`config.mk`:
```
export PLATFORM = sky130hd
export DESIGN_NAME = iblt_ctrl
export DESIGN_NICKNAME = d
export VERILOG_FILES = /design/src/design/iblt_pkg.sv /design/src/design/iblt_ctrl.sv
export VERILOG_INCLUDE_DIRS = /design/src /design/src/design
export SDC_FILE = /design/constraint.sdc
export NUM_CORES = 1
export LEC_CHECK = 0
export BUFFER_PORTS_ARGS = -buffer_cell sky130_fd_sc_hd__buf_2
export CAP_MARGIN = 20
export CELL_PAD_IN_SITES_DETAIL_PLACEMENT = 0
export CELL_PAD_IN_SITES_GLOBAL_PLACEMENT = 1
export CORE_UTILIZATION = 31
export DETAILED_ROUTE_END_ITERATION = 7
export PLACE_DENSITY = 0.83
export SLEW_MARGIN = 20
export SYNTH_ARGS = -nofsm -noshare
export SYNTH_HDL_FRONTEND = slang
export SYNTH_SLANG_ARGS = --single-unit
```
`constraint.sdc`:
```
create_clock -name clk -period 1.8 [get_ports clk]
set_clock_uncertainty 0.05 [all_clocks]
set_input_delay 0 -clock clk [delete_from_list [all_inputs] [get_ports clk]]
set_output_delay 0 -clock clk [all_outputs]
set_load 0.02 [all_outputs]
```
`src/design/invertible_bloom_lookup_table_top_defines.svh`:
```
// Assertion macros used by the lookup table sequencer (iblt_ctrl).
// Standalone header; no dependencies.
`ifndef INVERTIBLE_BLOOM_LOOKUP_TABLE_TOP_DEFINES_SVH
`define INVERTIBLE_BLOOM_LOOKUP_TABLE_TOP_DEFINES_SVH
// check an implication on every clock edge outside reset
`define IBLT_ASSERT(label, prop, msg) \
	label: assert property (@(posedge clk) disable iff (!arst_n) prop) else $error(msg);
// check an implication that must also hold while reset is asserted
`define IBLT_ASSERT_ALWAYS(label, prop, msg) \
	label: assert property (@(posedge clk) prop) else $error(msg);
`endif

```
`src/design/iblt_pkg.sv`:
```
// Shared types, codes and hash constants of the lookup table.
// No dependencies.
`timescale 1ns / 1ps
package iblt_pkg;
	localparam logic [1:0] OP_INSERT = 2'd0;
	localparam logic [1:0] OP_REMOVE = 2'd1;
	localparam logic [1:0] OP_GET    = 2'd2;
	localparam logic [1:0] OP_PEEL   = 2'd3;

	localparam logic [1:0] ST_DONE    = 2'd0;
	localparam logic [1:0] ST_MAYBE   = 2'd1;
	localparam logic [1:0] ST_ABSENT  = 2'd2;
	localparam logic [1:0] ST_NO_PURE = 2'd3;

	localparam logic       CFG_CELLS  = 1'b0;
	localparam logic       CFG_PROBES = 1'b1;

	localparam logic [63:0] MM_C1 = 64'h87c37b91114253d5;
	localparam logic [63:0] MM_C2 = 64'h4cf5ad432745937f;
	localparam logic [63:0] FM_C1 = 64'hff51afd7ed558ccd;
	localparam logic [63:0] FM_C2 = 64'hc4ceb9fe1a85ec53;

	typedef struct packed {
		logic        start;      // hash key/value with seed
		logic        use_value;  // hash value (len 8) instead of key
		logic [3:0]  seed;
		logic        clear;      // write zero to the cell at the scan counter
		logic        mem_wr;     // write updated cell
		logic        sel_scan;   // address from scan counter
		logic        add;        // add (else subtract)
		logic        ld_scan;    // load peel hit into key/value regs
		logic        clr_scan;
		logic        inc_scan;
	} iblt_cmd_t;

	typedef struct packed {
		logic        hash_done;
		logic        cnt_zero;
		logic        cnt_one;
		logic        key_eq;
		logic        scan_last;
		logic        clr_last;
	} iblt_stat_t;
endpackage

```
`src/design/iblt_ctrl.sv`:
```
// Sequencer of the lookup table: hashing, probe loop, peel scan, clear pass.
// Uses iblt_pkg and the assertion macros header.
`timescale 1ns / 1ps
`include "invertible_bloom_lookup_table_top_defines.svh"
module iblt_ctrl
	import iblt_pkg::*;
(
	input  logic        clk,
	input  logic        arst_n,
	input  logic        in_fire,
	input  logic [1:0]  in_op,
	input  logic [3:0]  n_probes,
	input  iblt_stat_t  stat,
	output iblt_cmd_t   cmd,
	output logic        busy,
	output logic        res_load,
	output logic [1:0]  res_status,
	output logic        res_use_val,
	output logic        res_use_key
);
	localparam logic [3:0] C_CLEAR = 4'd0, C_IDLE = 4'd1, C_VHASH = 4'd2, C_VWAIT = 4'd3,
		C_KHASH = 4'd4, C_KWAIT = 4'd5, C_RD = 4'd6, C_RDW = 4'd7, C_ACT = 4'd8,
		C_SCAN = 4'd9, C_SCW = 4'd10, C_SCT = 4'd11, C_FIN = 4'd12;
	logic [3:0] state_q;
	logic [1:0] op_q;
	logic [3:0] probe_q;
	logic       peel_q;  // removing a peeled pair

	always_ff @(posedge clk or negedge arst_n) begin
		if (!arst_n) begin
			state_q <= C_CLEAR; op_q <= OP_INSERT; probe_q <= '0; peel_q <= 1'b0;
		end else begin
			unique case (state_q)
				C_CLEAR: if (stat.clr_last) state_q <= C_IDLE;
				C_IDLE: if (in_fire) begin
					op_q <= in_op; probe_q <= '0; peel_q <= 1'b0;
					state_q <= (in_op == OP_GET) ? C_KHASH
						: (in_op == OP_PEEL) ? C_SCAN : C_VHASH;
				end
				C_VHASH: state_q <= C_VWAIT;
				C_VWAIT: if (stat.hash_done) state_q <= C_KHASH;
				C_KHASH: state_q <= C_KWAIT;
				C_KWAIT: if (stat.hash_done) state_q <= C_RD;
				C_RD:    state_q <= C_RDW;
				C_RDW:   state_q <= C_ACT;
				C_ACT: begin
					if (op_q == OP_GET && (stat.cnt_zero || (stat.cnt_one && stat.key_eq)))
						state_q <= C_FIN;
					else if (probe_q + 4'd1 == n_probes) state_q <= C_FIN;
					else begin probe_q <= probe_q + 4'd1; state_q <= C_KHASH; end
				end
				C_SCAN: state_q <= C_SCW;
				C_SCW:  state_q <= C_SCT;
				C_SCT: begin
					if (stat.cnt_one) begin
						peel_q <= 1'b1; op_q <= OP_REMOVE; state_q <= C_VHASH;
					end else if (stat.scan_last) state_q <= C_FIN;
					else state_q <= C_SCAN;
				end
				C_FIN:  state_q <= C_IDLE;
				default: state_q <= C_IDLE;
			endcase
		end
	end

	always_comb begin
		cmd = '0;
		cmd.seed      = probe_q;
		cmd.add       = (op_q == OP_INSERT);
		cmd.use_value = (state_q == C_VHASH) || (state_q == C_VWAIT);
		cmd.start     = (state_q == C_VHASH) || (state_q == C_KHASH);
		cmd.clear     = (state_q == C_CLEAR);
		cmd.sel_scan  = (state_q == C_SCAN) || (state_q == C_SCW) || (state_q == C_SCT)
			|| (state_q == C_CLEAR);
		cmd.mem_wr    = (state_q == C_ACT) && (op_q != OP_GET);
		cmd.ld_scan   = (state_q == C_SCT) && stat.cnt_one;
		cmd.clr_scan  = (state_q == C_IDLE);
		cmd.inc_scan  = ((state_q == C_SCT) && !stat.cnt_one) || (state_q == C_CLEAR);
	end

	assign busy     = (state_q != C_IDLE);

	// result capture
	always_comb begin
		res_load = 1'b0; res_status = ST_DONE; res_use_val = 1'b0; res_use_key = 1'b0;
		if (state_q == C_ACT && op_q == OP_GET) begin
			if (stat.cnt_zero) begin
				res_load = 1'b1; res_status = ST_ABSENT;
			end else if (stat.cnt_one && stat.key_eq) begin
				res_load = 1'b1; res_status = ST_DONE; res_use_val = 1'b1;
			end else if (probe_q + 4'd1 == n_probes) begin
				res_load = 1'b1; res_status = ST_MAYBE;
			end
		end else if (state_q == C_ACT && probe_q + 4'd1 == n_probes) begin
			res_load = 1'b1; res_status = ST_DONE;
			res_use_val = peel_q; res_use_key = peel_q;
		end else if (state_q == C_SCT && !stat.cnt_one && stat.scan_last) begin
			res_load = 1'b1; res_status = ST_NO_PURE;
		end
	end

	`IBLT_ASSERT(a_no_write_get, cmd.mem_wr |-> op_q != OP_GET, "write during get")
	`IBLT_ASSERT(a_res_once, res_load |=> !res_load, "result loaded twice")
	`IBLT_ASSERT(a_busy_fire, in_fire |-> !busy, "request taken while busy")
	`IBLT_ASSERT_ALWAYS(a_probe_rng, !arst_n || probe_q <= 4'd15, "probe index range")
endmodule

```
==> out/qor.yml, run 1 <==
status: "finished, violations left"
violations: "negative setup slack"
place.gp.congestion: 0.806
finalCriticalPeriod_ns: 1.97
clock_latency_ns: 0.27
port_buffers: 33
r2r_slack_ns: 0.03
worstPathRequired_ns: 1.75
fmax_ghz: 0.507
num-fill-cells: 265
ioPinCount: 34
setup_viol: 4
netlist_area_um2: 955
post-place-ws_ns: -0.0604
fp.dieW_um: 57.5
cts_root_buf: "clkbuf_4"
htreeDepth: 1
clock_sinks: 11
ys_ff_latch: 11
antenna_found_initial: 0
setup_slack_ns: -0.172
antennaDiodeCount: 0
grt.total_usage_pct: 17.4
yosysSeqAreaShare_pct: 28.8
final_nets: 202
dr.pass1.iters: 4
final_max_slew_viol_count: 0
area_growth_pct: 56.1
cap_violations: 0
synth_cells: 127
layout_worst_path_cycle_share_pct: 110
cp-start-kind: "register"
hpwl_um: 2100
rsz0062_at_grt: "true"
cts_tree: "built"
synth_async_sr_flop_share_pct: 100
first_iter_violations: 39
via_per_inst: 5.22
avgSynthCellArea_um2: 7.52
clockBufferDepth: 2
syn_nets: 146
ys.flop_type: "dfrtp_1"
finalPower_mw: 2.08
hold_path.class: "in -> reg"
drtAntennaViolNets: 0
slew_headroom_pct: 72.3
numCtsBuffers: 3
core.rowCount: 19
power_density_nw_per_um2: 1400
grt_first_pass_wirelength_um: 4460
p_leak_nw: 0.717
hold_viol: 0
whs_ns: 0.0164
drive_above_1_share_pct: 45.1
max_slew.worst_pin.slew_ns: 0.416
critPathKind: "reg -> out"
die_h_um: 57.5
grt_max_degree: 12
reg2regPathDepth: 7
wl_um: 2830
final_common_cell: "buf_2"
min_path_cells: 3
cp_max_fo: 3
grt_pass1_vias: 1011
grt-ovfl-total: 0
critPathArrivalTime_ns: 1.92
drt_drc_violations_left: 0
ir_drop_mv: 0.716
end_kind: "primary output"
vias: 1111
dieArea_um2: 3310
core_area_um2: 2830
yosysWarnings: 0
yosysUniqueCellTypes: 39
start_util_pct: 33.7
cts.clk_slew.worst_paths_ns: 0.07
layout_common_cells: "30 x buf_2, 22 x buf_4, 12 x nor2_1, 12 x nand2_1, 9 x inv_1"
synth_edf_count: 0
wl_per_cell_um: 13.3
power by group:
group	internal (mW)	switching, mW	total [mW]
sequential	0.328	0.107	0.435
clock	0.0860	0.0839	0.170
combinational	0.656	0.818	1.47
total	1.07	1.01	2.08
cell families after synthesis:
kind of cell    count (synthesis)  share of synthesized area, %
fa+ha+maj                       4                          5.24
flops                          11                          28.8
xor+xnor                        5                          6.03
buf+inv                        18                          7.21
compound gates                 33                          21.8
mux                             4                          4.19
simple gates                   52                          26.7
flip-flops by register name, indices dropped and copies added, names as in the netlist:
register / flops
op_q: 2
peel_q: 1
probe_q: 4
state_q: 4
worst paths after layout:
kind | startpoint | end
min in group asynchronous | arst_n | peel_q$_DFFE_PN0P_
hold / removal | stat[5] | state_q[1]$_DFFE_PN0P_
max in group asynchronous | arst_n | state_q[0]$_DFFE_PN0P_
setup reg to reg | probe_q[0]$_DFFE_PN0P_ | probe_q[3]$_DFFE_PN0P_
setup / recovery | probe_q[0]$_DFFE_PN0P_ | res_status[0]
hold reg to reg | peel_q$_DFFE_PN0P_ | peel_q$_DFFE_PN0P_
layout make-up:
| class | count | area, um2 | area share (%) |
|---|---|---|---|
| multi-input combinational | 98 | 727 | 48.8 |
| tap | 31 | 38.8 | 2.60 |
| timing repair buffer | 58 | 378 | 25.4 |
| inverter | 11 | 41.3 | 2.77 |
| sequential | 11 | 279 | 18.7 |
| clock buffer | 4 | 26.3 | 1.76 |
critical path, cell delays in order, from the launching register on:
cell and delay [ns]:
dfrtp_2 0.45, ha_4 0.26, xnor2_2 0.14, nand3_2 0.14, buf_4 0.16, buf_6 0.10
o31ai_2 0.22, buf_4 0.18
layer usage:
metal / part of all wire (%) / up-vias / wire length, um / track usage, %
met5: 0 / - / 0 / 0
met4: 0.56 / 0 / 16 / 4.18
met3: 4.9 / 2 / 139 / 4.31
met2: 51 / 30 / 1450 / 30.2
met1: 43 / 523 / 1230 / 21.5
li1: - / 556 / - / -
cell usage after synthesis (2+ instances only):
library cell | number | area share [%]
xnor2_1 | 2 | 1.8
o221ai_1 | 2 | 1.8
dfrtp_1 | 11 | 29
a21oi_1 | 10 | 5.2
nand3_1 | 8 | 4.2
nand2_1 | 12 | 4.7
inv_1 | 11 | 4.3
clkbuf_1 | 6 | 2.4
nor3_1 | 2 | 1.0
o21ai_0 | 7 | 3.7
o22ai_1 | 2 | 1.3
ha_1 | 4 | 5.2
mux2i_1 | 4 | 4.2
xor2_1 | 2 | 1.8
o211ai_1 | 4 | 3.1
nor2_1 | 15 | 5.9
or4_1 | 2 | 1.6
and2_1 | 2 | 1.3
per-stage QoR:
step / util, % / setup TNS [ns] / std cells / cell area [um2]
5_1_grt: 52.7 / -0.919 / 213 / 1490
6_report: 52.7 / -0.394 / 213 / 1490
2_1_floorplan: - / -0.0509 / 127 / 981
3_5_place_dp: 44.3 / -0.121 / 197 / 1250
4_1_cts: 49.1 / -0.385 / 209 / 1390
3_3_place_gp: 44.3 / 0 / 197 / 1250
timing repair:
action	in CTS	in global routing
hold buffers	4	0
endpoints found under the hold margin	14	0
pin swaps	8	4
buffers inserted	5	4
setup endpoints to repair	8	14
resized for setup	10	19
Power figures use the tool's default switching activity.
==> inputs of run 2 (changes only) <==
--- a/config.mk
+++ b/config.mk
@@ -10,9 +10,9 @@
 export CAP_MARGIN = 20
 export CELL_PAD_IN_SITES_DETAIL_PLACEMENT = 0
 export CELL_PAD_IN_SITES_GLOBAL_PLACEMENT = 1
-export CORE_UTILIZATION = 31
+export CORE_UTILIZATION = 34
 export DETAILED_ROUTE_END_ITERATION = 7
-export PLACE_DENSITY = 0.83
+export PLACE_DENSITY = 0.86
 export SLEW_MARGIN = 20
 export SYNTH_ARGS = -nofsm -noshare
 export SYNTH_HDL_FRONTEND = slang
==> constraint.sdc (replaced) <==
create_clock -name clk -period 1.9 [get_ports clk]
set_clock_uncertainty 0.05 [all_clocks]
set_input_delay 0 -clock clk [delete_from_list [all_inputs] [get_ports clk]]
set_output_delay 0 -clock clk [all_outputs]
set_load 0.02 [all_outputs]
==> run 2 against run 1 <==
  * The run now ends clean
  * Critical endpoint is now res_use_val
  * Global-route usage grew 3.9 points
  * Register-to-register slack improved by 0.02 ns
  * Sequential cell count unchanged
  * Largest power group unchanged
  * Highest routed layer unchanged
  * First-iteration DRC count fell by 64%
  * Non-clock buffer count shrank 7
  * Design area shrank 4.4%
  * Core utilization up 2.8 points
  * Sequential power shrank 4%
  * Critical path depth unchanged
  * Hold slack got worse by 0.0049 ns
==> out/qor.yml, run 2 (synthesized netlist as in run 1, its figures left out) <==
end_kind: "primary output"  # unchanged
final_nets: 195  # was 202
final_max_slew_viol_count: 0  # unchanged
die_h_um: 55.0  # was 57.5 um
worstPathRequired_ns: 1.85  # was 1.75 ns
wl_per_cell_um: 14.3  # was 13.3 um
antenna_found_initial: 0  # unchanged
dr.pass1.iters: 5  # was 4
first_iter_violations: 14  # was 39
via_per_inst: 5.49  # was 5.22
startpoint: "probe_q[1]$_DFFE_PN0P_"  # was probe_q[0]$_DFFE_PN0P_
hold_path.class: "in -> reg"  # unchanged
cp_max_fo: 4  # was 3
max_slew.worst_pin.slew_ns: 0.374  # was 0.416 ns
layout_common_cells: "30 x buf_2, 16 x buf_4, 13 x nor2_1, 12 x nand2_1"  # was 30 x buf_2, 22 x buf_4, 12 x nor2_1, 12 x nand2_1, 9 x inv_1
cts_tree: "built"  # unchanged
clock_latency_ns: 0.26  # was 0.27 ns
critPathArrivalTime_ns: 1.84  # was 1.92 ns
wl_um: 2920  # was 2830 um
critPathKind: "reg -> out"  # unchanged
grt.total_usage_pct: 21.3  # was 17.4%
use_met1_pct: 27.3  # was 21.5%
htreeDepth: 1  # unchanged
hold_viol: 0  # unchanged
dieArea_um2: 3020  # was 3310 um2
grt_max_degree: 14  # was 12
final_common_cell: "buf_2"  # unchanged
ir_drop_mv: 0.705  # was 0.716 mV
r2r-start: "probe_q[1]$_DFFE_PN0P_"  # was probe_q[0]$_DFFE_PN0P_
grt-ovfl-total: 0  # unchanged
cap_violations: 0  # unchanged
reg2regPathDepth: 7  # unchanged
grt-busiest-layer: "met2"  # unchanged
core.rowCount: 18  # was 19
drtAntennaViolNets: 0  # unchanged
clock_sinks: 11  # unchanged
numCtsBuffers: 3  # unchanged
crit_end: "res_use_val"  # was res_status[0]
antennaDiodeCount: 0  # unchanged
place.gp.congestion: 0.826  # was 0.806
ioPinCount: 34  # unchanged
finalNonFillerCells: 205  # was 213
grt_pass1_vias: 1010  # was 1011
top_regs: "probe_q (4), state_q (4), op_q (2)"  # unchanged
use_met3_pct: 5.19  # was 4.31%
finalPower_mw: 1.88  # was 2.08 mW
drive_above_1_share_pct: 41.1  # was 45.1%
vias: 1125  # was 1111
fmax_ghz: 0.528
p_leak_nw: 0.678  # was 0.717 nW
setup_viol: 0  # was 4
met2_usage_pct: 35.9  # was 30.2%
clockBufferDepth: 2  # unchanged
status: "finished, final reports clean"  # was finished, violations left
whs_ns: 0.0115  # was 0.0164 ns
cts_root_buf: "clkbuf_4"  # unchanged
final_util_pct: 55.5  # was 52.7%
core_area_um2: 2570  # was 2830 um2
r2r_end: "probe_q[2]$_DFFE_PN0P_"  # was probe_q[3]$_DFFE_PN0P_
cp-start-kind: "register"  # unchanged
rsz0062_at_grt: "true"  # unchanged
dp.cells: 189  # was 197
fp.dieW_um: 55.0  # was 57.5 um
drt_drc_violations_left: 0  # unchanged
cts.clk_slew.worst_paths_ns: 0.07  # about the same
start_util_pct: 37.2  # was 33.7%
area_growth_pct: 49.1  # was 56.1%
port_buffers: 33  # unchanged
slew_headroom_pct: 75.1  # was 72.3%
grt_first_pass_wirelength_um: 4600  # was 4460 um
r2r_slack_ns: 0.05  # was 0.03 ns
num-fill-cells: 252  # was 265
finalCriticalPeriod_ns: 1.89
hpwl_um: 2010  # was 2100 um
power_density_nw_per_um2: 1320  # was 1400 nW/um2
layout_worst_path_cycle_share_pct: 99.6
tns_ns: 0  # was -0.394 ns
run 2: cell types whose count changed in the layout (fill, tap and decap cells not counted), moves of 2 or more:
| cell | delta |
|---|---|
| a21oi_1 | +2 |
| o21ai_0 | +2 |
| o21ai_1 | -2 |
| a21oi_2 | -2 |
| buf_4 | -6 |
run 2: where the power goes:
part / switching [mW] / internal [mW]
logic: 0.750 / 0.555
clock network: 0.0791 / 0.0812
registers: 0.108 / 0.309
run 2: critical path, stage by stage, from the launching register on:
cell	delay (ns)
dfrtp_2	0.44
ha_4	0.27
xnor2_2	0.14
nand3_2	0.14
nor2_4	0.14
and3_4	0.19
o21bai_1	0.10
buf_4	0.15
run 2: worst min-delay path by stage:
stage | from | endpoint | slack [ns] | cells after the start
6_report | stat[5] | state_q[1]$_DFFE_PN0P_ | 0.01 | 3
5_1_grt | stat[1] | state_q[2]$_DFFE_PN0P_ | 0.02 | 3
4_1_cts | stat[5] | state_q[1]$_DFFE_PN0P_ | 0.01 | 3
3_5_place_dp | arst_n | peel_q$_DFFE_PN0P_ | -0.16 | 1
3_3_place_gp | arst_n | peel_q$_DFFE_PN0P_ | -0.16 | 1
2_1_floorplan | arst_n | op_q[0]$_DFFE_PN0P_ | -0.35 | 0
run 2: routing by layer:
metal  wire length, um  share of wire [%]
met3               103                3.5
met4                30                1.0
met1              1310                 45
met2              1480                 51
met5                 0                  0
run 2: layout make-up:
class	instances	area, um2	area share, %
Clock buffer	4	26.3	1.85
Inverter	11	41.3	2.90
Multi-Input combinational cell	98	717	50.4
Sequential cell	11	280	19.7
Tap cell	30	37.5	2.64
Timing Repair Buffer	51	322	22.6
run 2: what timing repair did:
item / 4_1_cts / 5_1_grt
resized for setup: 8 / 18
pin swaps: 5 / 6
hold endpoints to repair: 14 / 0
buffers inserted: 4 / 4
endpoints found under the setup margin: 5 / 12
hold buffers: 4 / 0
run 2: stage by stage:
| stage | area [um2] | setup slack, ns |
|---|---|---|
| after floorplan | 961 | -0.00471 |
| after global placement | 1180 | 0.0811 |
| after detailed placement | 1180 | 0.0316 |
| after CTS | 1320 | -0.0166 |
| after global routing | 1420 | -0.0794 |
| final | 1420 | 0.00764 |
